==> src/mimp_pkg.sv <==
// shared types and byte codes for the midi input message parser
`timescale 1ns / 1ps

package mimp_pkg;

	// result kinds
	typedef enum logic [1:0] {
		KIND_REALTIME = 2'd0,
		KIND_MESSAGE  = 2'd1,
		KIND_SYSEX    = 2'd2
	} kind_t;

	// system bytes
	localparam logic [7:0] SYS_SOX       = 8'hF0;
	localparam logic [7:0] SYS_MTC_QF    = 8'hF1;
	localparam logic [7:0] SYS_SONG_POS  = 8'hF2;
	localparam logic [7:0] SYS_SONG_SEL  = 8'hF3;
	localparam logic [7:0] SYS_EOX       = 8'hF7;
	localparam logic [7:0] SYS_CLOCK     = 8'hF8;
	localparam logic [7:0] SYS_START     = 8'hFA;
	localparam logic [7:0] SYS_CONTINUE  = 8'hFB;
	localparam logic [7:0] SYS_STOP      = 8'hFC;

	// upper nibbles of interest
	localparam logic [3:0] NIB_SYSTEM    = 4'hF;
	localparam logic [3:0] NIB_PROGRAM   = 4'hC;
	localparam logic [3:0] NIB_PRESSURE  = 4'hD;

	// parser state
	typedef struct packed {
		logic [7:0] running_status;
		logic [1:0] needed_count;
		logic [1:0] received_count;
		logic [6:0] data0;
		logic [6:0] data1;
		logic       sysex_active;
	} state_t;

	// one decoded result
	typedef struct packed {
		logic       valid;
		kind_t      kind;
		logic [7:0] status_byte;
		logic [1:0] data_count;
		logic [6:0] first_data;
		logic [6:0] second_data;
	} result_t;

endpackage

==> src/mimp_if.sv <==
// valid/ready channel interfaces for received bytes and parsed results
`timescale 1ns / 1ps

interface mimp_rx_if;
	logic       valid;
	logic       ready;
	logic [7:0] rx_byte;

	modport source (output valid, output rx_byte, input ready);
	modport sink   (input valid, input rx_byte, output ready);
endinterface

interface mimp_msg_if;
	logic       valid;
	logic       ready;
	logic [1:0] kind;
	logic [7:0] status_byte;
	logic [1:0] data_count;
	logic [6:0] first_data;
	logic [6:0] second_data;

	modport source (output valid, output kind, output status_byte, output data_count,
		output first_data, output second_data, input ready);
	modport sink   (input valid, input kind, input status_byte, input data_count,
		input first_data, input second_data, output ready);
endinterface

==> src/midi_input_message_parser_unit.sv <==
// a received byte goes through the input register and the decode logic into the result register
// throughput: one byte per cycle while the result side takes beats
// an input register and a result register part the two channels
// reset (arst_n low): parser state, running status and all valid flags clear
// bytes that cause no result leave only a state change
`timescale 1ns / 1ps

module midi_input_message_parser_unit (
	input  logic             clk,
	input  logic             arst_n,
	mimp_rx_if.sink          rx,
	mimp_msg_if.source       msg
);

	logic              valid_s1;
	logic [7:0]        rx_byte_s1;
	mimp_pkg::state_t  st_q;
	mimp_pkg::state_t  st_nxt;
	mimp_pkg::result_t res;
	mimp_pkg::result_t out_q;
	logic              advance;
	logic              in_ready;

	// stage 1 moves on when the result register is free or drained
	assign advance  = !out_q.valid || msg.ready;
	assign in_ready = advance || !valid_s1;
	assign rx.ready = in_ready;

	// input register
	always_ff @(posedge clk or negedge arst_n) begin
		if (!arst_n) begin
			valid_s1 <= 1'b0;
		end else if (in_ready) begin
			valid_s1 <= rx.valid;
		end
	end

	always_ff @(posedge clk) begin
		if (in_ready && rx.valid) begin
			rx_byte_s1 <= rx.rx_byte;
		end
	end

	mimp_decode u_decode (
		.rx_byte (rx_byte_s1),
		.st      (st_q),
		.st_nxt  (st_nxt),
		.res     (res)
	);

	// parser state and result register
	always_ff @(posedge clk or negedge arst_n) begin
		if (!arst_n) begin
			st_q  <= '0;
			out_q <= '0;
		end else if (advance) begin
			if (valid_s1) begin
				st_q <= st_nxt;
			end
			if (valid_s1 && res.valid) begin
				out_q <= res;
			end else begin
				out_q.valid <= 1'b0;
			end
		end
	end

	// result beat
	assign msg.valid       = out_q.valid;
	assign msg.kind        = out_q.kind;
	assign msg.status_byte = out_q.status_byte;
	assign msg.data_count  = out_q.data_count;
	assign msg.first_data  = out_q.first_data;
	assign msg.second_data = out_q.second_data;

endmodule

==> src/mimp_decode.sv <==
// next-state and result logic for one received byte
`timescale 1ns / 1ps

module mimp_decode (
	input  logic [7:0]       rx_byte,
	input  mimp_pkg::state_t st,
	output mimp_pkg::state_t st_nxt,
	output mimp_pkg::result_t res
);

	logic [1:0] cnt_inc;

	always_comb begin
		st_nxt  = st;
		res     = '0;
		cnt_inc = st.received_count + 2'd1;

		if (rx_byte[7:4] == mimp_pkg::NIB_SYSTEM) begin
			// system bytes
			unique case (rx_byte) inside
				mimp_pkg::SYS_CLOCK, mimp_pkg::SYS_START,
				mimp_pkg::SYS_CONTINUE, mimp_pkg::SYS_STOP: begin
					res.valid       = 1'b1;
					res.kind        = mimp_pkg::KIND_REALTIME;
					res.status_byte = rx_byte;
				end
				mimp_pkg::SYS_MTC_QF, mimp_pkg::SYS_SONG_SEL: begin
					st_nxt.received_count = 2'd0;
					st_nxt.running_status = rx_byte;
					st_nxt.needed_count   = 2'd1;
				end
				mimp_pkg::SYS_SONG_POS: begin
					st_nxt.received_count = 2'd0;
					st_nxt.running_status = rx_byte;
					st_nxt.needed_count   = 2'd2;
				end
				mimp_pkg::SYS_SOX: begin
					st_nxt.sysex_active = 1'b1;
				end
				mimp_pkg::SYS_EOX: begin
					st_nxt.sysex_active = 1'b0;
				end
				default: begin
				end
			endcase
		end else if (rx_byte[7]) begin
			// channel status byte
			st_nxt.sysex_active   = 1'b0;
			st_nxt.received_count = 2'd0;
			st_nxt.running_status = rx_byte;
			st_nxt.needed_count   = (rx_byte[7:4] == mimp_pkg::NIB_PROGRAM ||
				rx_byte[7:4] == mimp_pkg::NIB_PRESSURE) ? 2'd1 : 2'd2;
		end else if (st.sysex_active) begin
			// sysex data passes through
			res.valid      = 1'b1;
			res.kind       = mimp_pkg::KIND_SYSEX;
			res.first_data = rx_byte[6:0];
		end else if (st.running_status != 8'd0) begin
			// gather data under running status
			if (st.received_count[0]) begin
				st_nxt.data1 = rx_byte[6:0];
			end else begin
				st_nxt.data0 = rx_byte[6:0];
			end
			st_nxt.received_count = cnt_inc;
			if (cnt_inc >= st.needed_count) begin
				st_nxt.received_count = 2'd0;
				res.valid       = 1'b1;
				res.kind        = mimp_pkg::KIND_MESSAGE;
				res.status_byte = st.running_status;
				res.data_count  = st.needed_count;
				res.first_data  = st_nxt.data0;
				res.second_data = st_nxt.data1;
			end
		end
	end

endmodule

==> src/flat_wrapper.sv <==
// flat-port wrapper written by rule: the top's interface ports become plain ports
module midi_input_message_parser_unit_flat 
  (clk, arst_n, rx_valid, rx_rx_byte, rx_ready, msg_valid, msg_kind, msg_status_byte, msg_data_count, msg_first_data, msg_second_data, msg_ready);
  mimp_rx_if rx_i ();
  mimp_msg_if msg_i ();
  input  logic clk;
  input  logic arst_n;
  input wire logic [$bits(rx_i.valid)-1:0] rx_valid;
  input wire logic [$bits(rx_i.rx_byte)-1:0] rx_rx_byte;
  output wire logic [$bits(rx_i.ready)-1:0] rx_ready;
  output wire logic [$bits(msg_i.valid)-1:0] msg_valid;
  output wire logic [$bits(msg_i.kind)-1:0] msg_kind;
  output wire logic [$bits(msg_i.status_byte)-1:0] msg_status_byte;
  output wire logic [$bits(msg_i.data_count)-1:0] msg_data_count;
  output wire logic [$bits(msg_i.first_data)-1:0] msg_first_data;
  output wire logic [$bits(msg_i.second_data)-1:0] msg_second_data;
  input wire logic [$bits(msg_i.ready)-1:0] msg_ready;
  assign rx_i.valid = rx_valid;
  assign rx_i.rx_byte = rx_rx_byte;
  assign rx_ready = rx_i.ready;
  assign msg_valid = msg_i.valid;
  assign msg_kind = msg_i.kind;
  assign msg_status_byte = msg_i.status_byte;
  assign msg_data_count = msg_i.data_count;
  assign msg_first_data = msg_i.first_data;
  assign msg_second_data = msg_i.second_data;
  assign msg_i.ready = msg_ready;
  midi_input_message_parser_unit u_core (.clk(clk), .arst_n(arst_n), .rx(rx_i), .msg(msg_i));
endmodule
==> config.mk <==
export PLATFORM = sky130hd
export DESIGN_NAME = midi_input_message_parser_unit_flat
export DESIGN_NICKNAME = d
export VERILOG_FILES = /design/src/mimp_pkg.sv /design/src/mimp_if.sv /design/src/midi_input_message_parser_unit.sv /design/src/mimp_decode.sv /design/src/flat_wrapper.sv
export SDC_FILE = /design/constraint.sdc
export NUM_CORES = 1
export LEC_CHECK = 0
export ABC_AREA = 1
export ABC_CLOCK_PERIOD_IN_PS = 3900
export BUFFER_PORTS_ARGS = -buffer_cell sky130_fd_sc_hd__buf_2
export CAP_MARGIN = 20
export CORE_MARGIN = 4
export CORE_UTILIZATION = 35
export DETAILED_ROUTE_END_ITERATION = 10
export GPL_TIMING_DRIVEN = 0
export SYNTH_ARGS = -nofsm -noshare
export SYNTH_HDL_FRONTEND = slang
export SYNTH_SLANG_ARGS = --single-unit
==> constraint.sdc <==
create_clock -name clk -period 3.9 [get_ports clk]
set_input_delay 0.78 -clock clk [delete_from_list [all_inputs] [get_ports clk]]
set_output_delay 0.78 -clock clk [all_outputs]
set_load 0.02 [all_outputs]
==> flow_summary.ini, run 1 <==
[timing]
setup-violations-final = 0
fin_crit_sh_pct = 66.9
worst_slew_margin_rel_pct = 57.8
fin_skew_ns = 0.00926
drv_slew = 0
whs_ns = 0.441
shortest_clock_period_the_worst_path_allows_after_layout_ns = 2.61
max_freq_mhz = 383
grt_setup_unrepaired = no
pin_slew_with_the_least_headroom_to_its_limit_ns = 0.633
fin_tns_setup_ns = 0
hold_violations = 0

[grt]
grt_pass1_vias = 2506
grt_max_degree = 30
grt_usage_pct = 15.5
grt_antenna_before_repair = 0
global_route_wire_length_before_repair_um = 12300
global_route.overflow_total = 0

[critical_path]
worstPathRequired_ns = 4.19
crit_path_end_kind = register
cpLargestDelayFamily = buffers and inverters
cpMostUsedCell = sky130_fd_sc_hd__buf_2
timing.reg2reg.worst_path_depth = 13
worst_r2r_endpoint = u_core.msg.first_data[2]
setup.worst_path.class = register to register
worst-r2r-setup-slack_ns = 1.29
path_cells = buf_2 -> buf_2 -> xnor2_1 -> inv_1 -> ha_1 -> nand2_1 -> nand3_1 -> buf_2 -> buf_2 -> nand3_1 -> nand2_1 -> nand3_1 -> nand2_1
launch_instance_of_the_worst_register_to_register_path = u_core.st_q[15]
crit_arrival_ns = 2.90
crit_fanout = 10
critical-path-slowest-cell = sky130_fd_sc_hd__dfrtp_1
startpoint_type = register
cpPeakStageDelay_ns = 0.40
critical_path.n_buffers_inverters = 5

[job]
cap_violations = 0

[pwr]
power.total_w = 0.00272
power.ir.vdd_worst_v = 0.000202
power_density_mw_per_mm2 = 755
total_leakage_power_nw = 1.85

[placed_design]
dpl-instance-area_mm2 = 0.00341
io_buffers = 39
dp.cells = 520
gp_routability_congestion = 0.917
half_perimeter_wire_length_after_placement_um = 5350

[cts]
clkSinkCount = 63
hold_buf_count_cts = 0
cts_htree_levels = 3
cts_inserted_buffers = 9
tritoncts = done
clk_root_buffer_cell = sky130_fd_sc_hd__clkbuf_8
cts.repair.resized = 0
cts_buffer_depth = 2
insertion_delay_ns = 0.35
clk_pin_slew_worst_paths_ns = 0.07
post-cts-setup-buffers = 0

[floorplanning]
fp.coreArea_mm2 = 0.00838
io_pins = 40
die-area_mm2 = 0.0103
die_span_in_x_um = 102
rows = 33
floorplan.initialDensity_pct = 36.5
die-height_um = 102

[routing]
detail_route.vias_per_cell = 4.82
firstDrtPassIters = 4
vias = 2578
antenna_violating_nets_post_route = 0
detail_route.iter0.violations = 170
routed_wirelength_um = 7080
post-route-drc-count = 0
routed_wire_per_std_cell_um = 13.2

[synth]
avgSynthCellArea_um2 = 8.16
sequential_to_total_area_share_from_yosys_stat_pct = 52.8
synth_area_leader_cell = sky130_fd_sc_hd__dfrtp_1
synth_seq_cells = 63
syn-num-nets = 389
ys_warn_count = 0
post_synth_inst_count = 375
ys_top_cells_by_area = sky130_fd_sc_hd__dfrtp_1 45%, sky130_fd_sc_hd__nand2_1 16%, sky130_fd_sc_hd__edfxtp_1 7.8%, sky130_fd_sc_hd__o21ai_0 6.5%, sky130_fd_sc_hd__nand3_1 4.9%
synth_top_area_share_pct = 45.0
synth_cell_type_count = 28
post_synth_instance_area_mm2 = 0.00306

[final_layout]
finalInstanceArea_mm2 = 0.00360
final.fill_count = 884
final_net_count = 440
final-instance-count-excl-fill = 535
number_of_diodes = 0
layout-drive-gt1-share_pct = 20.0
areaGrowthSynthToFinish_pct = 17.4

[worst_hold_path]
timing.hold.worst.class = input pin to async pin

[outcome]
run_status = finished clean
## Yosys cell counts, drive strengths merged
cell    number
nand2      133
o21ai       57
dfrtp       55
inv         40
nand3       31
nor2        20
buf         14
edfxtp       8
nand4        4
clkbuf       3
a31oi        2
ha           2
a21oi        1
nor3         1
nor3b        1
o21a         1
or2          1
xnor2        1
## logic make-up (layout without fill, tap and decap cells)
logic type,Yosys count,count (layout),synth area share [%]
adder cells (fa/ha/maj),2,2,0.817
XOR/XNOR,1,1,0.286
AO/OA/AOI/OAI,61,61,10.5
buffers and inverters,57,112,8.50
AND/OR/NAND/NOR,191,191,27.1
flip-flops,63,63,52.8
## stage by stage
step	utilization, %	setup slack, ns
floorplan	-	1.74
global placement	40.4	1.32
detailed placement	40.7	1.29
CTS	42.9	1.28
global route	42.9	1.04
finish	42.9	1.29
## power by group
part	switching (W)	internal (W)	total, W	leakage, nW
clock network	0.000251	0.000307	0.000558	0.0995
registers	0.000118	0.000886	0.00100	0.788
logic	0.000769	0.000385	0.00115	0.958
## layout make-up
type | instances | area (um2) | area share [%]
buffer | 17 | 110 | 3.06
clock buffer | 11 | 141 | 3.93
clock inverter | 4 | 46.3 | 1.29
inverter | 40 | 150 | 4.18
multi-input combinational | 255 | 1180 | 33.0
sequential | 63 | 1620 | 45.0
tap | 105 | 131 | 3.65
timing repair buffer | 40 | 215 | 5.98
## worst max path at each step
stage	from	to	slack [ns]	cells after the start
2_1_floorplan	u_core.st_q[15]	u_core.msg.first_data[2]	1.74	13
3_5_place_dp	u_core.st_q[15]	u_core.msg.first_data[2]	1.29	13
5_1_grt	u_core.st_q[15]	u_core.msg.first_data[2]	1.04	13
4_1_cts	u_core.st_q[15]	u_core.msg.first_data[2]	1.28	13
3_3_place_gp	u_core.st_q[15]	u_core.msg.first_data[2]	1.32	13
6_report	u_core.st_q[15]	u_core.msg.first_data[2]	1.29	13
## cells in the final DEF, fill, tap and decap left out
| cell type | count |
|---|---|
| sky130_fd_sc_hd__o21ai_2 | 3 |
| sky130_fd_sc_hd__a31oi_1 | 2 |
| sky130_fd_sc_hd__clkbuf_1 | 4 |
| sky130_fd_sc_hd__nor2_2 | 2 |
| sky130_fd_sc_hd__inv_2 | 6 |
| sky130_fd_sc_hd__dfrtp_1 | 55 |
| sky130_fd_sc_hd__or2_1 | 1 |
| sky130_fd_sc_hd__nand3_4 | 1 |
| sky130_fd_sc_hd__inv_4 | 1 |
| sky130_fd_sc_hd__inv_1 | 34 |
| sky130_fd_sc_hd__nand3_1 | 30 |
| sky130_fd_sc_hd__nand4_1 | 4 |
| sky130_fd_sc_hd__nand2_1 | 130 |
| sky130_fd_sc_hd__bufinv_16 | 1 |
| sky130_fd_sc_hd__buf_2 | 46 |
| sky130_fd_sc_hd__buf_4 | 4 |
| sky130_fd_sc_hd__ha_1 | 2 |
| sky130_fd_sc_hd__edfxtp_1 | 8 |
| sky130_fd_sc_hd__o21a_1 | 1 |
| sky130_fd_sc_hd__buf_6 | 3 |
| sky130_fd_sc_hd__nand2_2 | 2 |
| sky130_fd_sc_hd__buf_12 | 1 |
| sky130_fd_sc_hd__o21ai_1 | 14 |
| sky130_fd_sc_hd__nor2_1 | 16 |
| sky130_fd_sc_hd__xnor2_1 | 1 |
| sky130_fd_sc_hd__nor3_1 | 1 |
| sky130_fd_sc_hd__clkbuf_8 | 10 |
| sky130_fd_sc_hd__nor2_4 | 2 |
| sky130_fd_sc_hd__o21ai_0 | 40 |
| sky130_fd_sc_hd__clkinv_2 | 2 |
| sky130_fd_sc_hd__nor3b_4 | 1 |
| sky130_fd_sc_hd__nand2_4 | 1 |
| sky130_fd_sc_hd__a21oi_1 | 1 |
## state kept, by name (all words and copies together), names as in the netlist
signal and flops:
u_core.msg.first_data 7, u_core.valid_s1 1, u_core.msg.status_byte 8, u_core.msg.kind 2, u_core.msg.second_data 7, u_core.rx_byte_s1 8, u_core.st_q 27, u_core.msg.data_count 2
u_core.msg.valid 1
## layer usage
layer	track usage [%]	vias to the layer above	share of wire, %	wire length (um)
li1	-	1305	-	-
met1	21.1	1203	47	3320
met2	23.4	59	45	3220
met3	3.65	11	5.4	381
met4	7.16	0	2.2	154
met5	0	-	0	0
Note: power is estimated with default switching activity, not from simulation.
==> run 2, diff against run 1 <==
Settings changed: ABC_CLOCK_PERIOD_IN_PS 3900 to 2300.
Clock period 3.9 ns to 2.3 ns, I/O delays scaled along.
==> run 2 against run 1 <==
  * Clock skew about the same
  * Final cell count grew 0.19%
  * First-iteration DRC count fell by 1.2%
  * Global-route usage about the same
  * Count of clock-buffer cells in the layout is the same
  * Die area unchanged
  * Total power rose by 74%
  * Clock power grew 70%
  * Flip-flop and latch count unchanged
  * Non-clock buffer count up 1
  * Core utilization grew 0.51 points
  * Sequential power rose by 70%
  * Critical path type unchanged
  * Largest cell class unchanged
==> flow_summary.ini, run 2 (synthesis gave the netlist of run 1 again) <==
[grt]
grt_usage_pct = 15.5
grt_max_degree = 30
global_route_wire_length_before_repair_um = 12300
global_route.overflow_total = 0
grt_antenna_before_repair = 0
grt_pass1_vias = 2521

[outcome]
run_status = finished clean

[pwr]
net-switching-power_w = 0.00197
total_leakage_power_nw = 1.86
power.total_w = 0.00472
power.share.sequential_pct = 36.1
p_sw_share_pct = 41.7
combinationalPowerShare_pct = 43.8
power_frac_clock_pct = 20.1
power.ir.vdd_worst_v = 0.000377
power_density_mw_per_mm2 = 1300
internal_power_w = 0.00275

[critical_path]
launch_instance_of_the_worst_register_to_register_path = u_core.st_q[15]
crit_path_end_kind = register
worstPathRequired_ns = 2.59
crit_end = u_core.msg.first_data[2]
worst-r2r-setup-slack_ns = 0.16
crit_fanout = 19
critical_path.startpoint = u_core.st_q[15]
crit_arrival_ns = 2.43
startpoint_type = register
setup.worst_path.class = register to register
timing.reg2reg.worst_path_depth = 12
worst_r2r_endpoint = u_core.msg.first_data[2]

[routing]
routed_wirelength_um = 7090
routed_wire_per_std_cell_um = 13.2
firstDrtPassIters = 5
vias = 2583
detail_route.iter0.violations = 168
post-route-drc-count = 0
antenna_violating_nets_post_route = 0
detail_route.vias_per_cell = 4.82

[final_layout]
number_of_diodes = 0
largest_register = u_core.st_q
largest_register_ff_count = 27
most_common_library_cell_in_the_layout_ignoring_fill_and_taps = sky130_fd_sc_hd__nand2_1
areaGrowthSynthToFinish_pct = 18.8
postLayoutCoreUtil_pct = 43.4
final_net_count = 441
mostFrequentLayoutCells = 130 x sky130_fd_sc_hd__nand2_1, 55 x sky130_fd_sc_hd__dfrtp_1, 43 x sky130_fd_sc_hd__buf_2
layout-drive-gt1-share_pct = 20.6

[timing]
drv_slew = 0
fin_crit_sh_pct = 92.9
worst_slew_margin_rel_pct = 58.3
grt_setup_unrepaired = no
fin_skew_ns = 0.00958
hold_violations = 0
pin_slew_with_the_least_headroom_to_its_limit_ns = 0.625
shortest_clock_period_the_worst_path_allows_after_layout_ns = 2.14
setup-violations-final = 0
max_freq_mhz = 468

[cts]
cts_buffer_depth = 2
cts_inserted_buffers = 9
insertion_delay_ns = 0.35
cts_htree_levels = 3
tritoncts = done
clk_root_buffer_cell = sky130_fd_sc_hd__clkbuf_8
clk_pin_slew_worst_paths_ns = 0.07
clkSinkCount = 63

[placed_design]
gp_routability_congestion = 0.917
io_buffers = 39
half_perimeter_wire_length_after_placement_um = 5350

[floorplanning]
die_span_in_x_um = 102
die-area_mm2 = 0.0103
floorplan.initialDensity_pct = 36.5
io_pins = 40
fp.coreArea_mm2 = 0.00838
rows = 33
die-height_um = 102

[job]
cap_violations = 0

[worst_hold_path]
timing.hold.worst.class = input pin to async pin
run 2: changes by cell type in the layout (fill, tap and decap cells not counted), sizes merged:
cell	delta
buf	+1
run 2: what timing repair did:
item                                    4_1_cts  5_1_grt
hold buffers                                  0        0
setup buffers                                 0        2
pin swaps                                     0        0
gates resized for setup                       3        4
endpoints found under the setup margin       29       15
run 2: cell type report:
type | count | area, um2
plain buffers | 16 | 118
clock buffers | 11 | 141
clock inverters | 4 | 46.3
fillers | 876 | 4740
inverters | 40 | 150
multi-input cells | 255 | 1200
flip-flops and latches | 63 | 1620
well taps | 105 | 131
repair buffers | 42 | 230
run 2: power groups by stage:
| stage | combinational [W] | clock [W] | sequential, W |
|---|---|---|---|
| after floorplan | 0.00123 | 0 | 0.00189 |
| after global placement | 0.00195 | 0 | 0.00172 |
| after detailed placement | 0.00198 | 0 | 0.00172 |
| after CTS | 0.00201 | 0.000976 | 0.00170 |
| after global routing | 0.00234 | 0.00103 | 0.00175 |
| final | 0.00206 | 0.000947 | 0.00170 |
run 2: routing by layer:
| metal | global-route usage, % | share of wire (%) | vias up |
|---|---|---|---|
| li1 | - | - | 1304 |
| met2 | 23.6 | 46 | 64 |
| met3 | 3.65 | 5.5 | 9 |
| met1 | 20.9 | 47 | 1206 |
| met5 | 0 | 0 | - |
| met4 | 7.16 | 2.1 | 0 |
run 2: worst min-delay path by stage:
stage | endpoint | slack (ns) | cells after the start
2_1_floorplan | u_core.msg.data_count[0] | 0.16 | 0
3_3_place_gp | u_core.msg.status_byte[4] | 0.45 | 2
3_5_place_dp | u_core.msg.kind[0] | 0.45 | 2
4_1_cts | u_core.valid_s1 | 0.13 | 1
5_1_grt | u_core.valid_s1 | 0.15 | 1
6_report | u_core.valid_s1 | 0.12 | 1
run 2: metrics by stage:
stage | cells | worst slack [ns] | hold slack [ns] | cell area, um2 | setup TNS, ns
after floorplan | 375 | 0.144 | 0.164 | 3060 | 0
after global placement | 519 | -0.281 | 0.449 | 3390 | -3.30
after detailed placement | 520 | -0.307 | 0.453 | 3410 | -3.66
after CTS | 534 | 0.0244 | 0.131 | 3600 | 0
after global routing | 536 | 0.0261 | 0.149 | 3640 | 0
final | 536 | 0.163 | 0.118 | 3640 | 0
run 2: worst max-delay path, cell delays in order, from the launching register on:
cell and delay [ns]:
sky130_fd_sc_hd__dfrtp_1 0.41, sky130_fd_sc_hd__buf_6 0.17, sky130_fd_sc_hd__xnor2_2 0.15, sky130_fd_sc_hd__inv_1 0.07
sky130_fd_sc_hd__ha_1 0.30, sky130_fd_sc_hd__nand2_1 0.09, sky130_fd_sc_hd__nand3_4 0.13, sky130_fd_sc_hd__buf_6 0.15
sky130_fd_sc_hd__buf_2 0.23, sky130_fd_sc_hd__nand3_1 0.11, sky130_fd_sc_hd__nand2_1 0.10, sky130_fd_sc_hd__nand3_1 0.08
sky130_fd_sc_hd__nand2_1 0.08
